File: src/sv/bdips_pkg.sv
// ----------------------------------------------------------------------------
// Button debounce and IR pulse sender: shared definitions
// Widths, register indexes, reset values and the structs passed between the
// button lanes, the burst sequencer and the top level.
// ----------------------------------------------------------------------------
package bdips_pkg;

    localparam int CNT_W  = 8;
    localparam int TICK_W = 16;
    localparam int CFG_IDX_W  = 3;
    localparam int CFG_DATA_W = 16;

    localparam logic [CNT_W-1:0] COUNT_MAX = 8'd255;

    // Configuration register indexes.
    localparam logic [CFG_IDX_W-1:0] CFG_DEBOUNCE_THRESHOLD = 3'd0;
    localparam logic [CFG_IDX_W-1:0] CFG_HEADER_TICKS       = 3'd1;
    localparam logic [CFG_IDX_W-1:0] CFG_GAP_TICKS          = 3'd2;
    localparam logic [CFG_IDX_W-1:0] CFG_SHORT_MARK_TICKS   = 3'd3;
    localparam logic [CFG_IDX_W-1:0] CFG_LONG_MARK_TICKS    = 3'd4;

    // Reset values of the configuration registers.
    localparam logic [CNT_W-1:0]  THRESHOLD_RST  = 8'd100;
    localparam logic [TICK_W-1:0] HEADER_RST     = 16'd377;
    localparam logic [TICK_W-1:0] GAP_RST        = 16'd38;
    localparam logic [TICK_W-1:0] SHORT_MARK_RST = 16'd75;
    localparam logic [TICK_W-1:0] LONG_MARK_RST  = 16'd151;

    typedef struct packed {
        logic red;
        logic blue;
        logic yellow;
    } btn_t;

    typedef struct packed {
        logic [TICK_W-1:0] header;
        logic [TICK_W-1:0] gap;
        logic [TICK_W-1:0] short_mark;
        logic [TICK_W-1:0] long_mark;
    } dur_cfg_t;

    typedef struct packed {
        logic laser_en;
        logic ir_enable;
        logic burst_busy;
    } result_t;

endpackage

File: src/sv/bdips_lane.sv
// ----------------------------------------------------------------------------
// Button lane
// Saturating debounce counter for one button and its pressed decision.
// ----------------------------------------------------------------------------
module bdips_lane (
    input  logic                      clk,
    input  logic                      rst_n,
    input  logic                      step,
    input  logic                      raw,
    input  logic [bdips_pkg::CNT_W-1:0] threshold,
    output logic                      pressed
);
    import bdips_pkg::*;

    logic [CNT_W-1:0] count_reg;
    logic [CNT_W-1:0] count_next;

    always_comb
    begin
        if (!raw)
        begin
            count_next = '0;
        end
        else if (count_reg < COUNT_MAX)
        begin
            count_next = count_reg + 1'b1;
        end
        else
        begin
            count_next = count_reg;
        end
    end

    // The decision uses the count after this tick's update.
    assign pressed = (count_next > threshold);

    always_ff @(posedge clk or negedge rst_n)
    begin
        if (!rst_n)
        begin
            count_reg <= '0;
        end
        else if (step)
        begin
            count_reg <= count_next;
        end
    end

endmodule

File: src/sv/bdips_seq.sv
// ----------------------------------------------------------------------------
// Burst sequencer
// Merges the three lane decisions: edge detection, laser gating and the
// header, gap and mark phases of an IR burst with a pending yellow burst.
// ----------------------------------------------------------------------------
module bdips_seq (
    input  logic                 clk,
    input  logic                 rst_n,
    input  logic                 step,
    input  bdips_pkg::btn_t      pressed,
    input  bdips_pkg::dur_cfg_t  dur,
    output bdips_pkg::result_t   result
);
    import bdips_pkg::*;

    typedef enum logic [1:0] {
        PH_IDLE   = 2'd0,
        PH_HEADER = 2'd1,
        PH_GAP    = 2'd2,
        PH_MARK   = 2'd3
    } phase_t;

    phase_t            phase_reg, phase_next;
    logic [TICK_W-1:0] ticks_reg, ticks_next;
    logic              long_reg, long_next;
    logic              pending_reg, pending_next;
    logic              prev_blue_reg, prev_blue_next;
    logic              prev_yellow_reg, prev_yellow_next;

    // Phase, count and length after a possible burst start on this tick.
    phase_t            phase_cur;
    logic [TICK_W-1:0] ticks_cur;
    logic              long_cur;
    logic              blue_edge;
    logic              yellow_edge;

    assign blue_edge   = pressed.blue & ~prev_blue_reg;
    assign yellow_edge = pressed.yellow & ~prev_yellow_reg;

    always_comb
    begin
        phase_cur        = phase_reg;
        ticks_cur        = ticks_reg;
        long_cur         = long_reg;
        pending_next     = pending_reg;
        prev_blue_next   = prev_blue_reg;
        prev_yellow_next = prev_yellow_reg;

        if (phase_reg == PH_IDLE)
        begin
            if (pending_reg)
            begin
                // The pending yellow burst goes out before any new sampling.
                pending_next = 1'b0;
                phase_cur    = PH_HEADER;
                ticks_cur    = dur.header;
                long_cur     = 1'b1;
            end
            else
            begin
                prev_blue_next   = pressed.blue;
                prev_yellow_next = pressed.yellow;
                if (blue_edge)
                begin
                    pending_next = yellow_edge;
                    phase_cur    = PH_HEADER;
                    ticks_cur    = dur.header;
                    long_cur     = 1'b0;
                end
                else if (yellow_edge)
                begin
                    phase_cur = PH_HEADER;
                    ticks_cur = dur.header;
                    long_cur  = 1'b1;
                end
            end
        end

        result.laser_en   = (phase_cur == PH_IDLE) & pressed.red;
        result.ir_enable  = (phase_cur == PH_HEADER) | (phase_cur == PH_MARK);
        result.burst_busy = (phase_cur != PH_IDLE);

        phase_next = phase_cur;
        ticks_next = ticks_cur;
        long_next  = long_cur;

        // A duration of zero ends its phase after one tick, like a duration of one.
        if (phase_cur != PH_IDLE)
        begin
            if (ticks_cur > 16'd1)
            begin
                ticks_next = ticks_cur - 1'b1;
            end
            else
            begin
                unique case (phase_cur)
                    PH_HEADER:
                    begin
                        phase_next = PH_GAP;
                        ticks_next = dur.gap;
                    end
                    PH_GAP:
                    begin
                        phase_next = PH_MARK;
                        ticks_next = long_cur ? dur.long_mark : dur.short_mark;
                    end
                    default:
                    begin
                        phase_next = PH_IDLE;
                        ticks_next = '0;
                    end
                endcase
            end
        end
    end

    always_ff @(posedge clk or negedge rst_n)
    begin
        if (!rst_n)
        begin
            phase_reg       <= PH_IDLE;
            ticks_reg       <= '0;
            long_reg        <= 1'b0;
            pending_reg     <= 1'b0;
            prev_blue_reg   <= 1'b0;
            prev_yellow_reg <= 1'b0;
        end
        else if (step)
        begin
            phase_reg       <= phase_next;
            ticks_reg       <= ticks_next;
            long_reg        <= long_next;
            pending_reg     <= pending_next;
            prev_blue_reg   <= prev_blue_next;
            prev_yellow_reg <= prev_yellow_next;
        end
    end

endmodule

File: src/sv/button_debounce_ir_pulse_sender_top.sv
// ----------------------------------------------------------------------------
// Button debounce and IR pulse sender, top level
// Three debounce lanes feed a burst sequencer; results leave through an
// output register backed by a skid register.
//
//   Channel   Handshake              Payload
//   input     in_valid / in_ready    raw_red, raw_blue, raw_yellow
//   output    out_valid / out_ready  laser_en, ir_enable, burst_busy
//   config    cfg_we                 cfg_index, cfg_data
//
// One carrier tick is accepted per clock while the skid register is empty; its
// result is in the output register on the next cycle unless the output stalls.
// The lane counters and the phase timer are updated in the accepting cycle.
// The skid register holds one result accepted after the output stalls;
// in_ready drops only while the skid register is full.
// Reset restores the register defaults and clears all counters at once.
// ----------------------------------------------------------------------------
module button_debounce_ir_pulse_sender_top (
    input  logic                              clk,
    input  logic                              rst_n,
    input  logic                              in_valid,
    output logic                              in_ready,
    input  logic                              raw_red,
    input  logic                              raw_blue,
    input  logic                              raw_yellow,
    output logic                              out_valid,
    input  logic                              out_ready,
    output logic                              laser_en,
    output logic                              ir_enable,
    output logic                              burst_busy,
    input  logic                              cfg_we,
    input  logic [bdips_pkg::CFG_IDX_W-1:0]   cfg_index,
    input  logic [bdips_pkg::CFG_DATA_W-1:0]  cfg_data
);
    import bdips_pkg::*;

    logic [CNT_W-1:0] threshold_reg;
    dur_cfg_t         dur_reg;

    logic    step;
    logic    take;
    btn_t    pressed;
    result_t result;

    result_t out_data_reg;
    logic    out_valid_reg;
    result_t skid_data_reg;
    logic    skid_valid_reg;

    assign in_ready = ~skid_valid_reg;
    assign step     = in_valid & in_ready;
    assign take     = out_valid_reg & out_ready;

    always_ff @(posedge clk or negedge rst_n)
    begin
        if (!rst_n)
        begin
            threshold_reg      <= THRESHOLD_RST;
            dur_reg.header     <= HEADER_RST;
            dur_reg.gap        <= GAP_RST;
            dur_reg.short_mark <= SHORT_MARK_RST;
            dur_reg.long_mark  <= LONG_MARK_RST;
        end
        else if (cfg_we)
        begin
            unique case (cfg_index)
                CFG_DEBOUNCE_THRESHOLD: threshold_reg      <= cfg_data[CNT_W-1:0];
                CFG_HEADER_TICKS:       dur_reg.header     <= cfg_data[TICK_W-1:0];
                CFG_GAP_TICKS:          dur_reg.gap        <= cfg_data[TICK_W-1:0];
                CFG_SHORT_MARK_TICKS:   dur_reg.short_mark <= cfg_data[TICK_W-1:0];
                CFG_LONG_MARK_TICKS:    dur_reg.long_mark  <= cfg_data[TICK_W-1:0];
                default:
                begin
                end
            endcase
        end
    end

    bdips_lane u_lane_red (
        .clk       (clk),
        .rst_n     (rst_n),
        .step      (step),
        .raw       (raw_red),
        .threshold (threshold_reg),
        .pressed   (pressed.red)
    );

    bdips_lane u_lane_blue (
        .clk       (clk),
        .rst_n     (rst_n),
        .step      (step),
        .raw       (raw_blue),
        .threshold (threshold_reg),
        .pressed   (pressed.blue)
    );

    bdips_lane u_lane_yellow (
        .clk       (clk),
        .rst_n     (rst_n),
        .step      (step),
        .raw       (raw_yellow),
        .threshold (threshold_reg),
        .pressed   (pressed.yellow)
    );

    bdips_seq u_seq (
        .clk     (clk),
        .rst_n   (rst_n),
        .step    (step),
        .pressed (pressed),
        .dur     (dur_reg),
        .result  (result)
    );

    // Output register with a skid register behind it.
    always_ff @(posedge clk or negedge rst_n)
    begin
        if (!rst_n)
        begin
            out_valid_reg  <= 1'b0;
            skid_valid_reg <= 1'b0;
        end
        else if (!out_valid_reg || take)
        begin
            if (skid_valid_reg)
            begin
                out_valid_reg  <= 1'b1;
                skid_valid_reg <= 1'b0;
            end
            else
            begin
                out_valid_reg <= step;
            end
        end
        else if (step)
        begin
            skid_valid_reg <= 1'b1;
        end
    end

    always_ff @(posedge clk)
    begin
        if (!out_valid_reg || take)
        begin
            out_data_reg <= skid_valid_reg ? skid_data_reg : result;
        end
        else if (step)
        begin
            skid_data_reg <= result;
        end
    end

    assign out_valid  = out_valid_reg;
    assign laser_en   = out_data_reg.laser_en;
    assign ir_enable  = out_data_reg.ir_enable;
    assign burst_busy = out_data_reg.burst_busy;

endmodule

File: config.mk
export PLATFORM = sky130hd
export DESIGN_NAME = button_debounce_ir_pulse_sender_top
export DESIGN_NICKNAME = d
export VERILOG_FILES = /design/src/sv/bdips_pkg.sv /design/src/sv/bdips_lane.sv /design/src/sv/bdips_seq.sv /design/src/sv/button_debounce_ir_pulse_sender_top.sv
export SDC_FILE = /design/constraint.sdc
export NUM_CORES = 1
export LEC_CHECK = 0
export BUFFER_PORTS_ARGS = -buffer_cell sky130_fd_sc_hd__buf_2
export CAP_MARGIN = 0
export CELL_PAD_IN_SITES_DETAIL_PLACEMENT = 0
export CELL_PAD_IN_SITES_GLOBAL_PLACEMENT = 2
export CORE_MARGIN = 3
export CORE_UTILIZATION = 35
export DETAILED_ROUTE_END_ITERATION = 10
export PLACE_DENSITY_LB_ADDON = 0.1
export SYNTH_ARGS = -nofsm -noshare
export SYNTH_HDL_FRONTEND = slang
export SYNTH_SLANG_ARGS = --single-unit
File: constraint.sdc
create_clock -name clk -period 6.9 [get_ports clk]
set_input_delay 1.035 -clock clk [delete_from_list [all_inputs] [get_ports clk]]
set_output_delay 1.035 -clock clk [all_outputs]
set_load 0.005 [all_outputs]
==> results.cfg <==
[outcome]
status = finished clean

[min_path]
whs_path_depth = 1
hold_end = dur_reg[5]
min-delay-start = dur_reg[5]
hp-class = flop to flop

[yosys]
synth_flop_cell = dfrtp_1
syn_inst = 724
synth_edf_count = 6
synth_common_cells = 99 x dfrtp_1, 92 x mux2_2, 75 x nand2_1
syn_nets = 783
synth_area_sq_um = 7390
yosys.area.top_type = dfrtp_1
yosysMostFrequentCell = dfrtp_1
yosysWarnings = 0
synth.distinct_cells = 71
ys_seq_elements = 126
synth_top_area_frac = 0.335
syn_area_per_cell_sq_um = 10.2
synthArstFlopShare = 0.952
ys_seq_area_frac = 0.434
synth_area_leaders = dfrtp_1 34%, mux2_2 14%, dfstp_2 7.5%

[pwr]
leakagePower_nw = 3.55
irDropWorstVdd_v = 0.000174
pwr_density_cell_nw_per_um2 = 280
power_mw = 2.36

[worst_setup_path]
critPathKind = flop to flop
worstPathRequired_ns = 7.20
start_kind = flop
rr_worst_depth = 22
critPathMaxFanout = 9
cp-end-kind = flop
r2r_start = u_lane_yellow.count_reg[0]
r2r-end = u_seq.ticks_reg[6]
rrSetupSlack_ns = 1.43
cp.arrival_ns = 5.77

[clock_tree]
htreeDepth = 4
clkTransAtPathRegs_ns = 0.06
cts.sinks = 126
hold_buffers = 0
post_cts_buffers = 0
cts-root-buf = clkbuf_16
cts_made_buffers = 17
clk_path_buf_depth = 2
cts_tree = built
cts-resized-gates = 0
clkLatencyLatePin_ns = 0.42

[timing]
finalSetupTns_ns = 0
rsz0062_at_grt = false
worst_slack_ns = 1.43
fin_skew_ns = 0.00910
slew_headroom = 0.314
finalCritPeriodShare = 0.792
finalHoldViolCount = 0
maxSlewViolCount = 0
fmax_mhz = 183
setup_viol = 0
worstMarginPinSlew_ns = 1.02
period_needed_ns = 5.47

[finish]
drive_gt1_frac = 0.262
antenna_cells = 0
syn2layout_area_growth_pct = 13.9
fin_nets = 813
multi_input_area_sq_um = 3990
n_fill_cell = 2031
fin_cells = 1037
final-seq-area_sq_um = 3210
largest_reg_flops = 64

[drt]
num_vias = 5720
vias_per_cell = 5.52
wl_mm = 19.8
first_pass_iters = 5
routedWlPerCell_um = 19.1
postRouteAntennaNets = 0
drtIter0Drc = 368
drc = 0

[place]
gp_congestion = 0.810
place_hpwl_mm = 14.1
io_buffers = 31
dp_cells = 1005
place_ws_ns = 1.51

[floorplanning]
die_w_um = 151
pin_count = 32
start_util = 0.360
fp.coreArea_sq_um = 20500
die_y_um = 151
rows = 52
dieArea_sq_um = 22900

[global_routing]
grt_max_degree = 50
antenna_found_initial = 0
grt_pass1_wl_mm = 31.8
grt-ovfl-total = 0
grt_pass1_vias = 5667
grt_use_total = 0.181

[job]
drv_cap = 0
cells in the final DEF, fill, tap and decap left out, types with 8 or more instances in the layout:
| cell | instances |
|---|---|
| xor2_1 | 11 |
| nor3_1 | 9 |
| nor2_1 | 63 |
| a31oi_1 | 10 |
| dfrtp_1 | 99 |
| nor4_1 | 9 |
| o31ai_1 | 11 |
| dfstp_2 | 21 |
| a22o_1 | 8 |
| clkbuf_16 | 17 |
| buf_2 | 30 |
| buf_4 | 13 |
| ha_1 | 32 |
| nand3_1 | 16 |
| mux2i_1 | 21 |
| a21oi_1 | 29 |
| nand4_1 | 11 |
| mux2_2 | 92 |
| nor2b_1 | 8 |
| inv_1 | 16 |
| nand2_1 | 75 |
| o21ai_0 | 44 |
layer usage:
metal	global-route usage	wire length (um)	up-vias
met5	0	0	-
met4	0.0508	183	0
met3	0.0296	922	13
met2	0.265	8630	130
met1	0.276	10000	2848
li1	-	-	2729
how the worst max path moves through the flow:
stage | from | end | slack (ns)
finish | u_lane_yellow.count_reg[0] | u_seq.ticks_reg[6] | 1.43
global route | u_lane_yellow.count_reg[0] | u_seq.ticks_reg[6] | 0.91
floorplan | u_lane_yellow.count_reg[0] | u_seq.ticks_reg[2] | 1.67
CTS | u_lane_yellow.count_reg[0] | u_seq.ticks_reg[6] | 1.49
global placement | u_lane_yellow.count_reg[0] | u_seq.ticks_reg[6] | 1.68
detailed placement | u_lane_yellow.count_reg[0] | u_seq.ticks_reg[6] | 1.51
kinds of logic (layout without fill, tap and decap cells):
| logic type | count (synthesis) | in the layout | share of synthesized area |
|---|---|---|---|
| and+or+nand+nor | 229 | 229 | 0.151 |
| DFF | 126 | 126 | 0.434 |
| muxes | 113 | 113 | 0.169 |
| adders and majority gates | 32 | 32 | 0.0542 |
| xor gates and xnor gates | 18 | 18 | 0.0213 |
| AOI/OAI and AO/OA | 157 | 157 | 0.143 |
| buffers and inverters | 49 | 92 | 0.0274 |
area by class of cell:
cell class	instances	area share
flip-flops and latches	126	0.381
clock buffers	17	0.0505
inverters	17	0.00758
repair buffers	43	0.0294
multi-input cells	549	0.474
clock inverters	15	0.0174
well taps	270	0.0401
critical path, stage by stage, from the launching register on:
cell and delay [ns]:
dfrtp_1 0.40, ha_1 0.23, nand2_1 0.08, nor2_1 0.21
nand4_1 0.29, nand2b_1 0.18, xor2_1 0.20, nor2_1 0.07
ha_1 0.30, and4_1 0.23, nand2b_1 0.08, and3b_1 0.19
a211o_1 0.33, o21ai_2 0.32, mux2i_1 0.37, ha_1 0.41
nor2_1 0.18, nor2_1 0.11, nand3_1 0.12, o32ai_2 0.40
nand2_1 0.31, a211oi_1 0.25, nor4_1 0.08
metrics by stage:
step / hold WS, ns / util / instance area [sq um]
after floorplan: 0.475 / - / 7390
after global placement: 0.484 / 0.383 / 7850
after detailed placement: 0.490 / 0.383 / 7850
after CTS: 0.507 / 0.411 / 8420
after global routing: 0.515 / 0.411 / 8420
final: 0.502 / 0.411 / 8420
report_power, final:
group          total, mW  leakage, nW  internal (mW)  switching, mW
clock network      0.873        0.276          0.480          0.394
logic              0.466         1.78          0.220          0.246
registers           1.02         1.50          0.899          0.121
total               2.36         3.55           1.60          0.761
Note: power is estimated with default switching activity, not from simulation.
